===== config.mk =====
export PLATFORM = sky130hd
export DESIGN_NAME = utf32_to_utf16_transcoder_core
export DESIGN_NICKNAME = d
export VERILOG_FILES = /design/src/hw/rtl/u32u16_pkg.sv /design/src/hw/rtl/u32u16_front.sv /design/src/hw/rtl/u32u16_queue.sv /design/src/hw/rtl/u32u16_back.sv /design/src/hw/rtl/utf32_to_utf16_transcoder_core.sv
export SDC_FILE = /design/constraint.sdc
export NUM_CORES = 1
export LEC_CHECK = 0
export BUFFER_PORTS_ARGS = -buffer_cell sky130_fd_sc_hd__buf_4
export CAP_MARGIN = 0
export CORE_MARGIN = 1
export CORE_UTILIZATION = 61
export CTS_CLUSTER_DIAMETER = 30
export DETAILED_ROUTE_END_ITERATION = 16
export PLACE_DENSITY = 0.8
export SYNTH_ARGS = -nofsm -noshare
export SYNTH_HDL_FRONTEND = slang
export SYNTH_SLANG_ARGS = --single-unit

===== constraint.sdc =====
create_clock -name i_clk -period 4.3 [get_ports i_clk]
set_clock_uncertainty 0.05 [all_clocks]
set_input_delay 0.215 -clock i_clk [delete_from_list [all_inputs] [get_ports i_clk]]
set_output_delay 0.215 -clock i_clk [all_outputs]
set_load 0.03 [all_outputs]

===== src/hw/rtl/u32u16_pkg.sv =====
package u32u16_pkg;

    typedef struct packed {
        logic [7:0] data_byte;
        logic       last_byte;
    } t_in_item;

    typedef struct packed {
        logic [15:0] code_unit;
        logic        has_unit;
        logic        is_error;
        logic        last_unit;
    } t_out_item;

    typedef enum logic [1:0] {
        KIND_BARE,
        KIND_REPL,
        KIND_UNIT,
        KIND_PAIR
    } t_kind;

    typedef struct packed {
        t_kind       kind;
        logic [20:0] point;
        logic        last;
    } t_word;

    localparam logic [2:0] MODE_BIG         = 3'd0;
    localparam logic [2:0] MODE_LITTLE      = 3'd1;
    localparam logic [2:0] MODE_AUTO        = 3'd2;
    localparam logic [2:0] MODE_BIG_DROP    = 3'd3;
    localparam logic [2:0] MODE_LITTLE_DROP = 3'd4;

    localparam logic [31:0] MAX_POINT   = 32'h0010_FFFF;
    localparam logic [31:0] SURR_LO     = 32'h0000_D800;
    localparam logic [31:0] SURR_HI     = 32'h0000_DFFF;
    localparam logic [31:0] BOM_POINT   = 32'h0000_FEFF;
    localparam logic [31:0] BOM_LE_SEEN = 32'hFFFE_0000;
    localparam logic [31:0] BMP_MAX     = 32'h0000_FFFF;
    localparam logic [20:0] PLANE1_BASE = 21'h01_0000;
    localparam logic [15:0] REPL_UNIT   = 16'hFFFD;
    localparam logic [5:0]  HIGH_TAG    = 6'b110110;
    localparam logic [5:0]  LOW_TAG     = 6'b110111;

endpackage


===== src/hw/rtl/u32u16_front.sv =====
module u32u16_front
    import u32u16_pkg::*;
(
    input  logic     i_clk,
    input  logic     i_rst_n,
    input  logic     i_cfg_valid,
    input  logic [2:0] i_cfg_data,
    input  logic     i_take,
    input  t_in_item i_in,
    output logic     o_wr_en,
    output t_word    o_wr_data
);

    logic [2:0]  r_mode;
    logic [23:0] r_gather;
    logic [1:0]  r_count;
    logic        r_first;
    logic        r_little;

    logic [23:0] n_gather;
    logic [1:0]  n_count;
    logic        n_first;
    logic        n_little;

    logic [2:0]  mode;
    logic [31:0] be;
    logic [31:0] le;
    logic [31:0] cp;
    logic        mark_be;
    logic        mark_le;
    logic        little;
    logic        drop;
    logic        invalid;
    logic        word_done;

    always_comb begin
        mode = (r_mode > MODE_LITTLE_DROP) ? MODE_BIG : r_mode;
        be = {r_gather, i_in.data_byte};
        le = {i_in.data_byte, r_gather[7:0], r_gather[15:8], r_gather[23:16]};
        mark_be = (mode == MODE_AUTO) && r_first && (be == BOM_POINT);
        mark_le = (mode == MODE_AUTO) && r_first && (be == BOM_LE_SEEN);
        if (mode == MODE_AUTO) begin
            little = mark_le ? 1'b1 : (mark_be ? 1'b0 : r_little);
        end else begin
            little = (mode == MODE_LITTLE) || (mode == MODE_LITTLE_DROP);
        end
        cp = little ? le : be;
        drop = mark_be || mark_le
            || (((mode == MODE_BIG_DROP) || (mode == MODE_LITTLE_DROP))
                && r_first && (cp == BOM_POINT));
        invalid = (cp > MAX_POINT) || ((cp >= SURR_LO) && (cp <= SURR_HI));
        word_done = (r_count == 2'd3);

        o_wr_data.point = cp[20:0];
        o_wr_data.last  = i_in.last_byte;
        if (!word_done) begin
            o_wr_data.kind = KIND_REPL;
            o_wr_en = i_take && i_in.last_byte;
        end else if (drop) begin
            o_wr_data.kind = KIND_BARE;
            o_wr_en = i_take && i_in.last_byte;
        end else begin
            if (invalid) begin
                o_wr_data.kind = KIND_REPL;
            end else if (cp > BMP_MAX) begin
                o_wr_data.kind = KIND_PAIR;
            end else begin
                o_wr_data.kind = KIND_UNIT;
            end
            o_wr_en = i_take;
        end

        n_gather = r_gather;
        n_count  = r_count;
        n_first  = r_first;
        n_little = r_little;
        if (i_take) begin
            if (i_in.last_byte) begin
                n_gather = '0;
                n_count  = '0;
                n_first  = 1'b1;
                n_little = 1'b0;
            end else if (word_done) begin
                n_gather = '0;
                n_count  = '0;
                n_first  = 1'b0;
                if (mark_le) begin
                    n_little = 1'b1;
                end else if (mark_be) begin
                    n_little = 1'b0;
                end
            end else begin
                n_gather = {r_gather[15:0], i_in.data_byte};
                n_count  = r_count + 2'd1;
            end
        end
    end

    always_ff @(posedge i_clk) begin
        if (!i_rst_n) begin
            r_mode   <= MODE_BIG;
            r_gather <= '0;
            r_count  <= '0;
            r_first  <= 1'b1;
            r_little <= 1'b0;
        end else begin
            if (i_cfg_valid) begin
                r_mode <= i_cfg_data;
            end
            r_gather <= n_gather;
            r_count  <= n_count;
            r_first  <= n_first;
            r_little <= n_little;
        end
    end

endmodule


===== src/hw/rtl/u32u16_queue.sv =====
module u32u16_queue
    import u32u16_pkg::*;
#(
    parameter int DEPTH = 4
) (
    input  logic  i_clk,
    input  logic  i_rst_n,
    input  logic  i_wr_en,
    input  t_word i_wr_data,
    input  logic  i_rd_en,
    output t_word o_rd_data,
    output logic  o_full,
    output logic  o_empty
);

    localparam int PW = $clog2(DEPTH);
    localparam int CW = $clog2(DEPTH + 1);

    t_word         r_mem [DEPTH];
    logic [PW-1:0] r_wr_ptr;
    logic [PW-1:0] r_rd_ptr;
    logic [CW-1:0] r_cnt;

    logic do_wr;
    logic do_rd;

    assign o_full    = (r_cnt == CW'(DEPTH));
    assign o_empty   = (r_cnt == '0);
    assign do_wr     = i_wr_en && !o_full;
    assign do_rd     = i_rd_en && !o_empty;
    assign o_rd_data = r_mem[r_rd_ptr];

    always_ff @(posedge i_clk) begin
        if (do_wr) begin
            r_mem[r_wr_ptr] <= i_wr_data;
        end
    end

    always_ff @(posedge i_clk) begin
        if (!i_rst_n) begin
            r_wr_ptr <= '0;
            r_rd_ptr <= '0;
            r_cnt    <= '0;
        end else begin
            if (do_wr) begin
                r_wr_ptr <= (r_wr_ptr == PW'(DEPTH - 1)) ? '0 : r_wr_ptr + 1'b1;
            end
            if (do_rd) begin
                r_rd_ptr <= (r_rd_ptr == PW'(DEPTH - 1)) ? '0 : r_rd_ptr + 1'b1;
            end
            if (do_wr && !do_rd) begin
                r_cnt <= r_cnt + 1'b1;
            end else if (do_rd && !do_wr) begin
                r_cnt <= r_cnt - 1'b1;
            end
        end
    end

endmodule


===== src/hw/rtl/u32u16_back.sv =====
module u32u16_back
    import u32u16_pkg::*;
(
    input  logic      i_clk,
    input  logic      i_rst_n,
    input  t_word     i_word,
    input  logic      i_q_empty,
    output logic      o_q_rd,
    input  logic      i_pop,
    output logic      o_empty,
    output t_out_item o_out
);

    logic        r_have;
    t_out_item   r_out;
    logic        r_pend;
    logic [15:0] r_low;
    logic        r_low_last;

    logic        load;
    logic [19:0] v;
    t_out_item   first;

    assign o_empty = !r_have;
    assign o_out   = r_out;
    assign load    = !r_have || i_pop;
    assign o_q_rd  = load && !r_pend && !i_q_empty;

    always_comb begin
        v = 20'(i_word.point - PLANE1_BASE);
        first = '0;
        unique case (i_word.kind)
            KIND_BARE: begin
                first.last_unit = 1'b1;
            end
            KIND_REPL: begin
                first.code_unit = REPL_UNIT;
                first.has_unit  = 1'b1;
                first.is_error  = 1'b1;
                first.last_unit = i_word.last;
            end
            KIND_UNIT: begin
                first.code_unit = i_word.point[15:0];
                first.has_unit  = 1'b1;
                first.last_unit = i_word.last;
            end
            KIND_PAIR: begin
                first.code_unit = {HIGH_TAG, v[19:10]};
                first.has_unit  = 1'b1;
            end
            default: begin
                first = '0;
            end
        endcase
    end

    always_ff @(posedge i_clk) begin
        if (load) begin
            if (r_pend) begin
                r_out <= '{code_unit: r_low, has_unit: 1'b1, is_error: 1'b0,
                           last_unit: r_low_last};
            end else if (!i_q_empty) begin
                r_out      <= first;
                r_low      <= {LOW_TAG, v[9:0]};
                r_low_last <= i_word.last;
            end
        end
    end

    always_ff @(posedge i_clk) begin
        if (!i_rst_n) begin
            r_have <= 1'b0;
            r_pend <= 1'b0;
        end else if (load) begin
            if (r_pend) begin
                r_have <= 1'b1;
                r_pend <= 1'b0;
            end else if (!i_q_empty) begin
                r_have <= 1'b1;
                r_pend <= (i_word.kind == KIND_PAIR);
            end else begin
                r_have <= 1'b0;
            end
        end
    end

endmodule


===== src/hw/rtl/utf32_to_utf16_transcoder_core.sv =====
// Path: a result passes through the word queue and then the output register to the output.
// Throughput: one byte per cycle while the queue is not full; the output register gives one
// code unit per cycle while popped; a surrogate pair holds the result side, absorbed by the queue.
// Reset: synchronous, active low; clears mode, byte gather, queue and output valid flag.
// No clearing pass after reset; the block takes bytes on the first cycle out of reset.
module utf32_to_utf16_transcoder_core
    import u32u16_pkg::*;
#(
    parameter int QUEUE_DEPTH = 4
) (
    input  logic       i_clk,
    input  logic       i_rst_n,
    input  logic       cfg_valid,
    output logic       cfg_ready,
    input  logic [2:0] i_cfg_data,
    input  logic       push,
    output logic       full,
    input  t_in_item   i_in,
    output logic       empty,
    input  logic       pop,
    output t_out_item  o_out
);

    logic  take;
    logic  q_wr;
    t_word q_wr_data;
    logic  q_rd;
    t_word q_rd_data;
    logic  q_full;
    logic  q_empty;

    assign cfg_ready = 1'b1;
    assign full      = q_full;
    assign take      = push && !q_full;

    u32u16_front u_front (
        .i_clk       (i_clk),
        .i_rst_n     (i_rst_n),
        .i_cfg_valid (cfg_valid),
        .i_cfg_data  (i_cfg_data),
        .i_take      (take),
        .i_in        (i_in),
        .o_wr_en     (q_wr),
        .o_wr_data   (q_wr_data)
    );

    u32u16_queue #(
        .DEPTH (QUEUE_DEPTH)
    ) u_queue (
        .i_clk     (i_clk),
        .i_rst_n   (i_rst_n),
        .i_wr_en   (q_wr),
        .i_wr_data (q_wr_data),
        .i_rd_en   (q_rd),
        .o_rd_data (q_rd_data),
        .o_full    (q_full),
        .o_empty   (q_empty)
    );

    u32u16_back u_back (
        .i_clk     (i_clk),
        .i_rst_n   (i_rst_n),
        .i_word    (q_rd_data),
        .i_q_empty (q_empty),
        .o_q_rd    (q_rd),
        .i_pop     (pop),
        .o_empty   (empty),
        .o_out     (o_out)
    );

`ifndef SYNTHESIS
    a_bare_is_last: assert property (@(posedge i_clk) disable iff (!i_rst_n)
        (!empty && !o_out.has_unit) |->
            (o_out.last_unit && !o_out.is_error && o_out.code_unit == 16'h0000))
        else $error("bare end marker malformed");

    a_error_unit: assert property (@(posedge i_clk) disable iff (!i_rst_n)
        (!empty && o_out.is_error) |-> (o_out.code_unit == REPL_UNIT))
        else $error("error unit is not the replacement character");

    a_pair_follows: assert property (@(posedge i_clk) disable iff (!i_rst_n)
        (pop && !empty && o_out.code_unit[15:10] == HIGH_TAG) |=>
            (!empty && o_out.code_unit[15:10] == LOW_TAG))
        else $error("high surrogate not followed by low surrogate");

    a_queue_write: assert property (@(posedge i_clk) disable iff (!i_rst_n)
        q_wr |-> take)
        else $error("queue written without a byte transfer");
`endif

endmodule

---- After elaboration in Yosys (flattened, before gate mapping) ----
Memory sizes are Yosys's and may differ from the RTL's. A register that Yosys moved wholly into a read port is not among the register bits.
Index checks and enable logic that the tools add are counted.
word-level totals
  flip-flop bits (word level) ............. 70
  RAM bits ................................ 96
  input port bits ......................... 17
  output and inout bits ................... 22
  word-level logic and storage cells ...... 116
  memories kept ........................... 1
operators by class
  add/subtract/negate cells ............... 6
  order comparisons ....................... 5
  eq/ne operators ......................... 15
  multiplexer cells ....................... 36
  bitwise gates (word level) .............. 2
  reductions and logical operators ........ 34
memory list
  name           depth  width  read ports  clocked after memory_dff  wr ports  RTL line            text
  u_queue.r_mem  4      24     1           1                         1         u32u16_queue.sv:19  t_word r_mem [DEPTH];
operators with widths
  cell                                                                                    count
  32-bit by 16-bit equality test with 1-bit output (second input constant)                2
  17-bit case mux with 3 select lines                                                     1
  24-bit 2-to-1 mux                                                                       2
  32-bit equality test (second input constant)                                            1
  32-bit by 16-bit greater-or-equal comparator with 1-bit output (second input constant)  1
  32-bit by 16-bit > comparator with 1-bit output (second input constant)                 1
  32-bit by 21-bit > comparator with 1-bit output (second input constant)                 1
  32-bit by 16-bit <= comparator with 1-bit output (second input constant)                1
  32-bit 2-to-1 mux                                                                       1
  20-bit by 17-bit subtractor with 20-bit output (second input constant)                  1
  19-bit 2-to-1 mux                                                                       1
  2-bit 2-to-1 mux                                                                        9
  1-bit 2-to-1 mux                                                                        17
  1-bit logical AND                                                                       14
  13-bit 2-to-1 mux                                                                       1
  2-bit equality test (second input constant)                                             5
  3-bit 2-to-1 mux                                                                        3
  2-bit by 1-bit adder with 2-bit output (second input constant)                          3
  3-bit by 2-bit equality test with 1-bit output (second input constant)                  2
  3-bit equality test (second input constant)                                             2
  1-bit zero test                                                                         6
  1-bit logical OR                                                                        6
  2-bit AND reduction                                                                     2
  2-bit nonzero test                                                                      2
  12 further kinds                                                                        13

---- Logic depth before layout (Yosys ltp) ----
Gate-level depths: netlist (run 1).
  word-level depth ........................ 19
  depth in mapped cells ................... 14
  mapped depth without buffers ............ 12

---- By module ----
A second synthesis (run 1) with hierarchy kept.
unflattened totals
  cell total of the unflattened synthesis .. 521
  area total of the unflattened synthesis .. 7438.4 um2
modules (own cells, without submodules)
  module                          times used  cells each  area an instance (um2)  seq. area each (um2)
  u32u16_queue                    1           177         3966.3                  3062.9
  u32u16_front                    1           231         1970.6                  620.6
  u32u16_back                     1           110         1476.4                  940.9
  utf32_to_utf16_transcoder_core  1           3           25.0                    0.0

---- Least setup slack after synthesis (run 1) ----
OpenSTA, ideal clock, no wires.
  path kind ............................... register to register
  start point ............................. reg u_front.r_gather[9]
  end point ............................... reg u_queue.r_cnt[2]
  library setup time ...................... 76 ps
  data arrival time ....................... 3118 ps
  data required time ...................... 4174 ps
  path slack .............................. 1057 ps
  stages on the path, launching flop included .. 15
  buffers on the path ..................... 2
  clock period less this slack ............ 3243 ps
  path through ............................ dfxtp_1 > or3_1 > nor3_1 > nand4_1 > a2111oi_0 > or2_1 > buf_6 > o311a_1 > buf_6 > ha_1 > inv_1 > fa_1 > xor2_1 > or3_1 > a21boi_0
on the way
  cells in the longest elaborated chain, start to end .. 15
  elaborated cells between the ends (all ways) .. 20
  classes of those cells .................. eq/ne: 3; mux: 7; reduce/logical: 10
ends and longest elaborated chain
  what                                              RTL line             text
  start: declaration                                u32u16_front.sv:15   logic [23:0] r_gather;
  start signal: assignment                          u32u16_front.sv:110  r_gather <= n_gather;
  32-bit by 16-bit equality test with 1-bit output  u32u16_front.sv:40   mark_be = (mode == MODE_AUTO) && r_first && (be == BOM_POINT);
  1-bit logical AND                                 u32u16_front.sv:40
  1-bit 2-to-1 mux (2 in a row)                     u32u16_front.sv:43   little = mark_le ? 1'b1 : (mark_be ? 1'b0 : r_little);
  1-bit 2-to-1 mux                                  u32u16_front.sv:42   if (mode == MODE_AUTO) begin
  32-bit 2-to-1 mux                                 u32u16_front.sv:47   cp = little ? le : be;
  32-bit by 16-bit equality test with 1-bit output  u32u16_front.sv:50   && r_first && (cp == BOM_POINT));
  1-bit logical AND                                 u32u16_front.sv:50
  1-bit logical OR *                                u32u16_front.sv:49   || (((mode == MODE_BIG_DROP) || (mode == MODE_LITTLE_DROP))
  1-bit 2-to-1 mux *                                u32u16_front.sv:59   end else if (drop) begin
  1-bit 2-to-1 mux *                                u32u16_front.sv:56   if (!word_done) begin
  1-bit logical AND *                               u32u16_queue.sv:29   assign do_wr = i_wr_en && !o_full;
  net u_queue.do_wr                                 u32u16_queue.sv:24   logic do_wr;
  1-bit zero test                                   u32u16_queue.sv:53   end else if (do_rd && !do_wr) begin
  1-bit logical AND                                 u32u16_queue.sv:53
  2-bit nonzero test (no source line)               -
  end signal: assignment                            u32u16_queue.sv:52   r_cnt <= r_cnt + 1'b1;
  end signal: assignment                            u32u16_queue.sv:54   r_cnt <= r_cnt - 1'b1;
  end: declaration                                  u32u16_queue.sv:22   logic [CW-1:0] r_cnt;
The timed path passes the listed nets; every way through them passes the cells marked *.
A chain may end at the register's enable or synchronous reset.

---- Worst setup path after layout (run 1) ----
  start point ............................. reg u_front.r_gather[9]
  end point ............................... reg u_queue.r_cnt[2]
on the way
  cells in the longest elaborated chain, start to end .. 15
  elaborated cells between the ends (all ways) .. 20
  classes of those cells .................. eq/ne: 3; mux: 7; reduce/logical: 10
ends and longest elaborated chain
  what                                              RTL line
  32-bit by 16-bit equality test with 1-bit output  u32u16_front.sv:40
  1-bit logical AND                                 u32u16_front.sv:40
  1-bit 2-to-1 mux (2 in a row)                     u32u16_front.sv:43
  1-bit 2-to-1 mux                                  u32u16_front.sv:42
  32-bit 2-to-1 mux                                 u32u16_front.sv:47
  32-bit by 16-bit equality test with 1-bit output  u32u16_front.sv:50
  1-bit logical AND                                 u32u16_front.sv:50
  1-bit logical OR *                                u32u16_front.sv:49
  1-bit 2-to-1 mux *                                u32u16_front.sv:59
  1-bit 2-to-1 mux *                                u32u16_front.sv:56
  1-bit logical AND *                               u32u16_queue.sv:29
  1-bit zero test                                   u32u16_queue.sv:53
  1-bit logical AND                                 u32u16_queue.sv:53
  2-bit nonzero test (no source line)               -
Every way passes the cells marked *; elsewhere a longest branch is shown, timed or not.

==> impl_metrics.ini, run 1 <==
[outcome]
run_status = finished, final reports clean

[sta]
setup_viol = 0
least_margin_pin_slew_ps = 1109
timing.setup.tns_ps = 0
rsz_0062_raised_after_global_routing = no
timing.final.crit_share_pct = 83.96
period_minus_slack_ps = 3610
fmax_mhz = 277.0
final_hold_slack_ps = 13.26
final-hold-violation-count = 0
max-slew-margin-rel_pct = 26.08
timing_max_transition_violations_final = 0

[floorplan]
initial_core_util_pct = 63.80
die-width_um = 109.6
core_area_mm2 = 0.01108
floorplan.die_area_mm2 = 0.01202
die-height_um = 109.6
number_of_top_level_design_ports = 39
floorplan.rows = 38

[worst_hold_path]
min_from = i_cfg_data[2]
worst_hold_path_type = in2reg
holdPathEnd = u_front.r_mode[2]$_SDFFE_PN0P_
hold_depth = 3

[synth]
yosys-top-cells-area = edfxtp_1, dfxtp_1, mux4_2, mux2_2, a21boi_0
mappedNetlistNets = 527
post_synth_num_cell_types = 48
cell_taking_the_most_area_after_synthesis = edfxtp_1
syn_area_per_cell_um2 = 14.25
postSynth.asyncResetShare_pct = 0
yosysSeqAreaShare_pct = 63.73
synth_seq_cells = 164
syn-instance-count = 496
synth_enable_flop_cells = 122
ys_dominant_reg_cell = edfxtp_1
synth_warnings = 0
synth_top_cell_area_share_pct = 51.83
synthesis.area_mm2 = 0.007068

[routing]
drtIter0Drc = 354
routed-via-count = 4281
route.antenna.remaining_nets = 0
drc = 0
routedWlPerCell_um = 20.91
detail_route.wirelength_mm = 14.43
detail_route.vias_per_cell = 6.204
number_of_iterations_in_the_first_detailed_routing_pass = 5

[power]
p_switching_w = 0.001491
static-leakage-power_nw = 2.868
power.share.clock_pct = 31.1
cellPowerDensity_mw_per_mm2 = 622.5
power_frac_comb_pct = 26.2
seq_power_share_pct = 42.8
switching_share_pct = 29.53
vdd.ir_drop.worst_uv = 523.3
cell_internal_pwr_w = 0.003557

[global_route]
grt_antenna_before_repair = 0
maximum_number_of_pins_on_one_net_before_global_route_repair = 43
grt_pass1_vias = 4303
grt_pass1_wl_mm = 22.63
globalRouteOverflowTotal = 0
grt_use_total_pct = 26.69

[cts]
cts.sink_count = 164
cts_tree = yes
numCtsBuffers = 17
clk_root_buffer_cell = clkbuf_16
clk_transition_reported_paths_ps = 60
ctsHtreeMaxLevel = 4
postCtsSetupBuffers = 0
clkLatencyLatePin_ps = 420
max_clock_buf_depth = 2

[worst_setup_path]
timing.rr.end = u_queue.r_cnt[2]$_SDFFE_PN0P_
worst-path-max-fanout = 7
crit_required_ps = 4590
worst_r2r_startpoint = u_front.r_gather[9]$_SDFFE_PN0P_
critical_path.startpoint_type = flop
crit_path_end_kind = flop
worst_r2r_path_depth = 12
setup.worst_path.class = reg2reg
r2r_slack_ps = 690
critical_path_arrival_ps = 3900

[placement]
finalWeightedCongestion = 0.8827
place.detailed.hpwl_mm = 9.081
numPortBuffers = 37
place.detailed.instances = 656

[run]
cap_viol_max_count = 0

[layout]
seqCellArea_mm2 = 0.004504
number_of_antenna_diodes = 0
proportion_of_layout_cells_with_a_drive_suffix_above_1_pct = 23.82
layout.nets = 568
multiInputGateArea_mm2 = 0.002392
areaGrowthSynthToFinish_pct = 14.73
fillerInstances = 669
finalNonFillerCells = 690
[state kept, by name, indices dropped and copies added, names as in the netlist, named ones only]
register / count
u_queue.r_mem: 92
u_front.r_gather: 24
u_back.o_out: 19
u_back.r_low: 10
u_front.r_mode: 3
u_queue.r_cnt: 3
u_front.r_count: 2
u_queue.r_rd_ptr: 2
u_queue.r_wr_ptr: 2
u_back.r_have: 1
u_back.r_low_last: 1
u_back.r_pend: 1
u_front.r_first: 1
u_front.r_little: 1
[final cells by class]
cell class                      count  area share [%]
Clock buffer                       23           6.156
Clock inverter                      9           1.528
Inverter                           11          0.5092
Multi-Input combinational cell    294           29.50
Sequential cell                   164           55.55
Tap cell                          140           2.160
Timing Repair Buffer               49           4.598
[layout by cell type (no fill, tap or decap), types with 5 or more instances in the layout]
| master | synthesis | final |
|---|---|---|
| edfxtp_1 | 122 | 122 |
| nand2_1 | 49 | 49 |
| buf_4 | 3 | 47 |
| dfxtp_1 | 42 | 42 |
| mux2_2 | 29 | 29 |
| a21boi_0 | 29 | 29 |
| nand3_1 | 28 | 28 |
| mux4_2 | 23 | 23 |
| clkbuf_16 | 0 | 18 |
| ha_1 | 13 | 13 |
| nor2b_1 | 11 | 11 |
| inv_1 | 11 | 11 |
| nor4_1 | 10 | 10 |
| nor3_1 | 9 | 9 |
| nor2_1 | 8 | 8 |
| mux2i_1 | 8 | 8 |
| a22oi_1 | 8 | 8 |
| and2_1 | 7 | 7 |
| a21oi_1 | 7 | 7 |
| nand2b_1 | 6 | 6 |
| nand4_1 | 6 | 6 |
| a21o_1 | 6 | 6 |
| o21ai_0 | 5 | 5 |
[power groups by stage]
stage	Combinational, W	Clock (W)	Sequential [W]
floorplan	0.000763	0	0.00233
global placement	0.00126	0	0.00217
detailed placement	0.00130	0	0.00219
CTS	0.00133	0.00158	0.00216
global route	0.00143	0.00165	0.00219
finish	0.00132	0.00157	0.00216
[layer usage]
layer,vias up,part of all wire (%),track usage (%)
met5,-,0,0
met4,0,1.8,8.952
met3,26,5.9,7.113
met2,186,53,46.72
met1,2100,40,32.00
li1,1969,-,-
[Yosys cell counts (2+ instances only)]
cell type,number
and2_1,7
buf_2,2
nor2b_1,11
or3_1,2
nand4_1,6
buf_6,2
o31ai_1,3
nand2b_1,6
dfxtp_1,42
a21boi_0,29
mux4_2,23
edfxtp_1,122
nand3b_1,2
and3_1,2
mux2i_1,8
a22oi_1,8
nand2_1,49
clkbuf_1,17
inv_1,11
xor2_1,3
a21oi_1,7
ha_1,13
nor3_1,9
nor2_1,8
o21ai_0,5
buf_4,3
a21o_1,6
and4_1,2
o211ai_1,2
nand3_1,28
nor4_1,10
mux2_2,29
buf_1,3
nand4b_1,2
[critical path, stage by stage, from the launching register on]
cell and delay (ps):
dfxtp_1 350, or3_1 390, nor3_1 330, nand4_1 190, a2111oi_0 410, or2_1 180
o311a_1 320, ha_1 230, inv_1 60, fa_1 380, xor2_1 180, or3_1 300
a21boi_0 160
[per-stage QoR]
step                      worst slack (ps)  cell area, um^2  util, %  power, W
after floorplan                       1057             7068        -  0.003095
after global placement               921.3             7466    67.39  0.003429
after detailed placement             701.5             7466    67.39  0.003490
after CTS                            689.8             8109    73.20  0.005072
after global routing                 471.8             8109    73.20  0.005274
final                                689.9             8109    73.20  0.005048
[cell families after synthesis]
group | after synthesis | share of synthesized area (%)
AO/OA/AOI/OAI | 65 | 6.621
XOR/XNOR | 4 | 0.4958
multiplexers | 60 | 13.08
other | 1 | 0.05306
buffers and inverters | 38 | 2.425
adder cells (fa/ha/maj) | 14 | 2.585
flip-flops | 164 | 63.73
AND/OR/NAND/NOR | 150 | 11.01
[worst max-delay path by stage]
stage	slack [ps]	cells after the start	start	endpoint
after global routing	470	12	u_front.r_gather[9]$_SDFFE_PN0P_	u_queue.r_cnt[2]$_SDFFE_PN0P_
after detailed placement	700	12	u_front.r_gather[9]$_SDFFE_PN0P_	u_queue.r_cnt[2]$_SDFFE_PN0P_
final	690	12	u_front.r_gather[9]$_SDFFE_PN0P_	u_queue.r_cnt[2]$_SDFFE_PN0P_
after CTS	690	12	u_front.r_gather[9]$_SDFFE_PN0P_	u_queue.r_cnt[2]$_SDFFE_PN0P_
after global placement	920	12	u_front.r_gather[9]$_SDFFE_PN0P_	u_queue.r_cnt[2]$_SDFFE_PN0P_
after floorplan	1060	14	u_front.r_gather[9]$_SDFFE_PN0P_	u_queue.r_cnt[2]$_SDFFE_PN0P_
[repair_timing]
action | CTS | global route
hold endpoints to repair | 2 | 0
hold buffers | 2 | 0
gates resized for setup | 0 | 0
No activity file was read; power rests on OpenSTA's default activity.
==> run 2, diff against run 1 <==
clock period = 3.5 ns   (was 4.3 ns; I/O delays follow)
==> run 2 against run 1 <==
  * Final cell count rose by 0.58%
  * Sequential share of layout area rose by 0.24 points
  * Sequential power rose by 22%
  * Die area did not move
  * Sequential cell count did not move
  * Highest routed layer unchanged
  * Register-to-register slack got worse by 440 ps
==> impl_metrics.ini, run 2 (synthesis results as in run 1) <==
[outcome]
run_status = finished, final reports clean

[sta]
max-slew-margin-rel_pct = 27.59
timing.setup.tns_ps = 0
final-hold-violation-count = 0
fmax_mhz = 307.9
period_minus_slack_ps = 3247
timing_max_transition_violations_final = 0
rsz_0062_raised_after_global_routing = no
timing.final.crit_share_pct = 92.78
least_margin_pin_slew_ps = 1086
setup_viol = 0

[placement]
finalWeightedCongestion = 0.8573
place_area_mm2 = 0.007488
place.detailed.instances = 659
place.detailed.hpwl_mm = 9.043
numPortBuffers = 37

[layout]
finalNonFillerCells = 694
max_ffs_per_register = 92
areaGrowthSynthToFinish_pct = 14.23
fillerInstances = 697
layout_common_cells = edfxtp_1, buf_4, nand2_1
number_of_antenna_diodes = 0
finalInstanceArea_mm2 = 0.008074
utilization_pct = 72.88
proportion_of_layout_cells_with_a_drive_suffix_above_1_pct = 24.01
seqCellArea_mm2 = 0.004504
final_common_cell = edfxtp_1
largest_register = u_queue.r_mem
multiInputGateArea_mm2 = 0.002412
layout.nets = 573

[worst_setup_path]
setup.worst_path.class = reg2reg
worst-path-max-fanout = 6
crit_required_ps = 3800
startpoint = u_front.r_gather[9]$_SDFFE_PN0P_
timing.critical_path.cells = or3_1 > nor3_2 > nand4_1 > a2111oi_2 > or2_1 > o311a_1 > ha_2 > inv_1 > fa_1 > xor2_1 > or3_1 > a21boi_1
critical_path_arrival_ps = 3540
crit_path_end_kind = flop
max_stage_delay_ps = 420
path_delay_family = simple AND/OR/NAND/NOR gates
critical_path_buf_inv_count = 1
cp_common_cell = or3_1
slowest_cell_on_the_critical_path = or3_1
worst_r2r_startpoint = u_front.r_gather[9]$_SDFFE_PN0P_
critical_path.startpoint_type = flop

[floorplan]
die-height_um = 109.6
initial_core_util_pct = 63.80
floorplan.rows = 38
number_of_top_level_design_ports = 39
core_area_mm2 = 0.01108
floorplan.die_area_mm2 = 0.01202
die-width_um = 109.6

[global_route]
grt_antenna_before_repair = 0
maximum_number_of_pins_on_one_net_before_global_route_repair = 43
grt_use_total_pct = 25.78
grt_pass1_wl_mm = 22.18
globalRouteOverflowTotal = 0
grt_pass1_vias = 4303

[cts]
clk_root_buffer_cell = clkbuf_16
cts_tree = yes
cts.sink_count = 164
postCtsSetupBuffers = 0
ctsHtreeMaxLevel = 4
numCtsBuffers = 17
max_clock_buf_depth = 2
clkLatencyLatePin_ps = 410
clk_transition_reported_paths_ps = 60

[routing]
route.antenna.remaining_nets = 0
detail_route.wirelength_mm = 14.27
drc = 0
routed-via-count = 4262
routedWlPerCell_um = 20.56
number_of_iterations_in_the_first_detailed_routing_pass = 5
drtIter0Drc = 295
detail_route.vias_per_cell = 6.141

[power]
cellPowerDensity_mw_per_mm2 = 738.7
static-leakage-power_nw = 2.835
vdd.ir_drop.worst_uv = 576.3

[worst_hold_path]
min_from = i_cfg_data[1]
worst_hold_path_type = in2reg

[run]
cap_viol_max_count = 0
[run 2: metal layers]
layer	global-route usage (%)	vias up	part of all wire [%]
li1	-	1973	-
met1	31.49	2088	41
met2	44.92	174	51
met3	5.691	27	5.7
met4	9.619	0	2.1
met5	0	-	0
[run 2: worst paths after layout]
kind	endpoint	slack [ps]	cells after the start
max	u_queue.r_cnt[2]$_SDFFE_PN0P_	250	12
min	u_front.r_mode[1]$_SDFFE_PN0P_	0.7	3
max reg2reg	u_queue.r_cnt[2]$_SDFFE_PN0P_	250	12
min reg2reg	u_front.r_count[1]$_SDFFE_PN0P_	430	2
[run 2: where the power goes]
part           internal (W)  switching, W  leakage, nW
sequential          0.00250      0.000133         1.47
clock              0.000967      0.000714        0.242
combinational      0.000667      0.000982         1.12
total               0.00414       0.00183         2.83
[run 2: worst min-delay path: cells and delay by family]
| kind | cells | cell delay, ps |
|---|---|---|
| buf+inv | 1 | 80 |
| simple gates | 1 | 110 |
| mux | 1 | 60 |
[run 2: layout make-up]
class,count,area share [%]
clock buffer,21,5.455
clock inverter,10,1.054
inverter,11,0.5114
multi-input combinational,294,29.88
sequential,164,55.79
tap,140,2.170
timing repair buffer,54,5.145
[run 2: timing repair]
action                                 4_1_cts  5_1_grt
hold buffers                                 4        0
setup endpoints to repair                    0        1
endpoints found under the hold margin        7        0
gates resized for setup                      0        6
[run 2: through the flow]
step                total power (W)  hold slack, ps  setup WS [ps]
finish                     0.005964          0.6873          252.6
global route               0.006235           22.20         0.9837
CTS                        0.005987          0.9617          196.4
detailed placement         0.004299           394.3          202.9
floorplan                  0.003803           223.9          256.6
global placement           0.004227           380.9          261.0
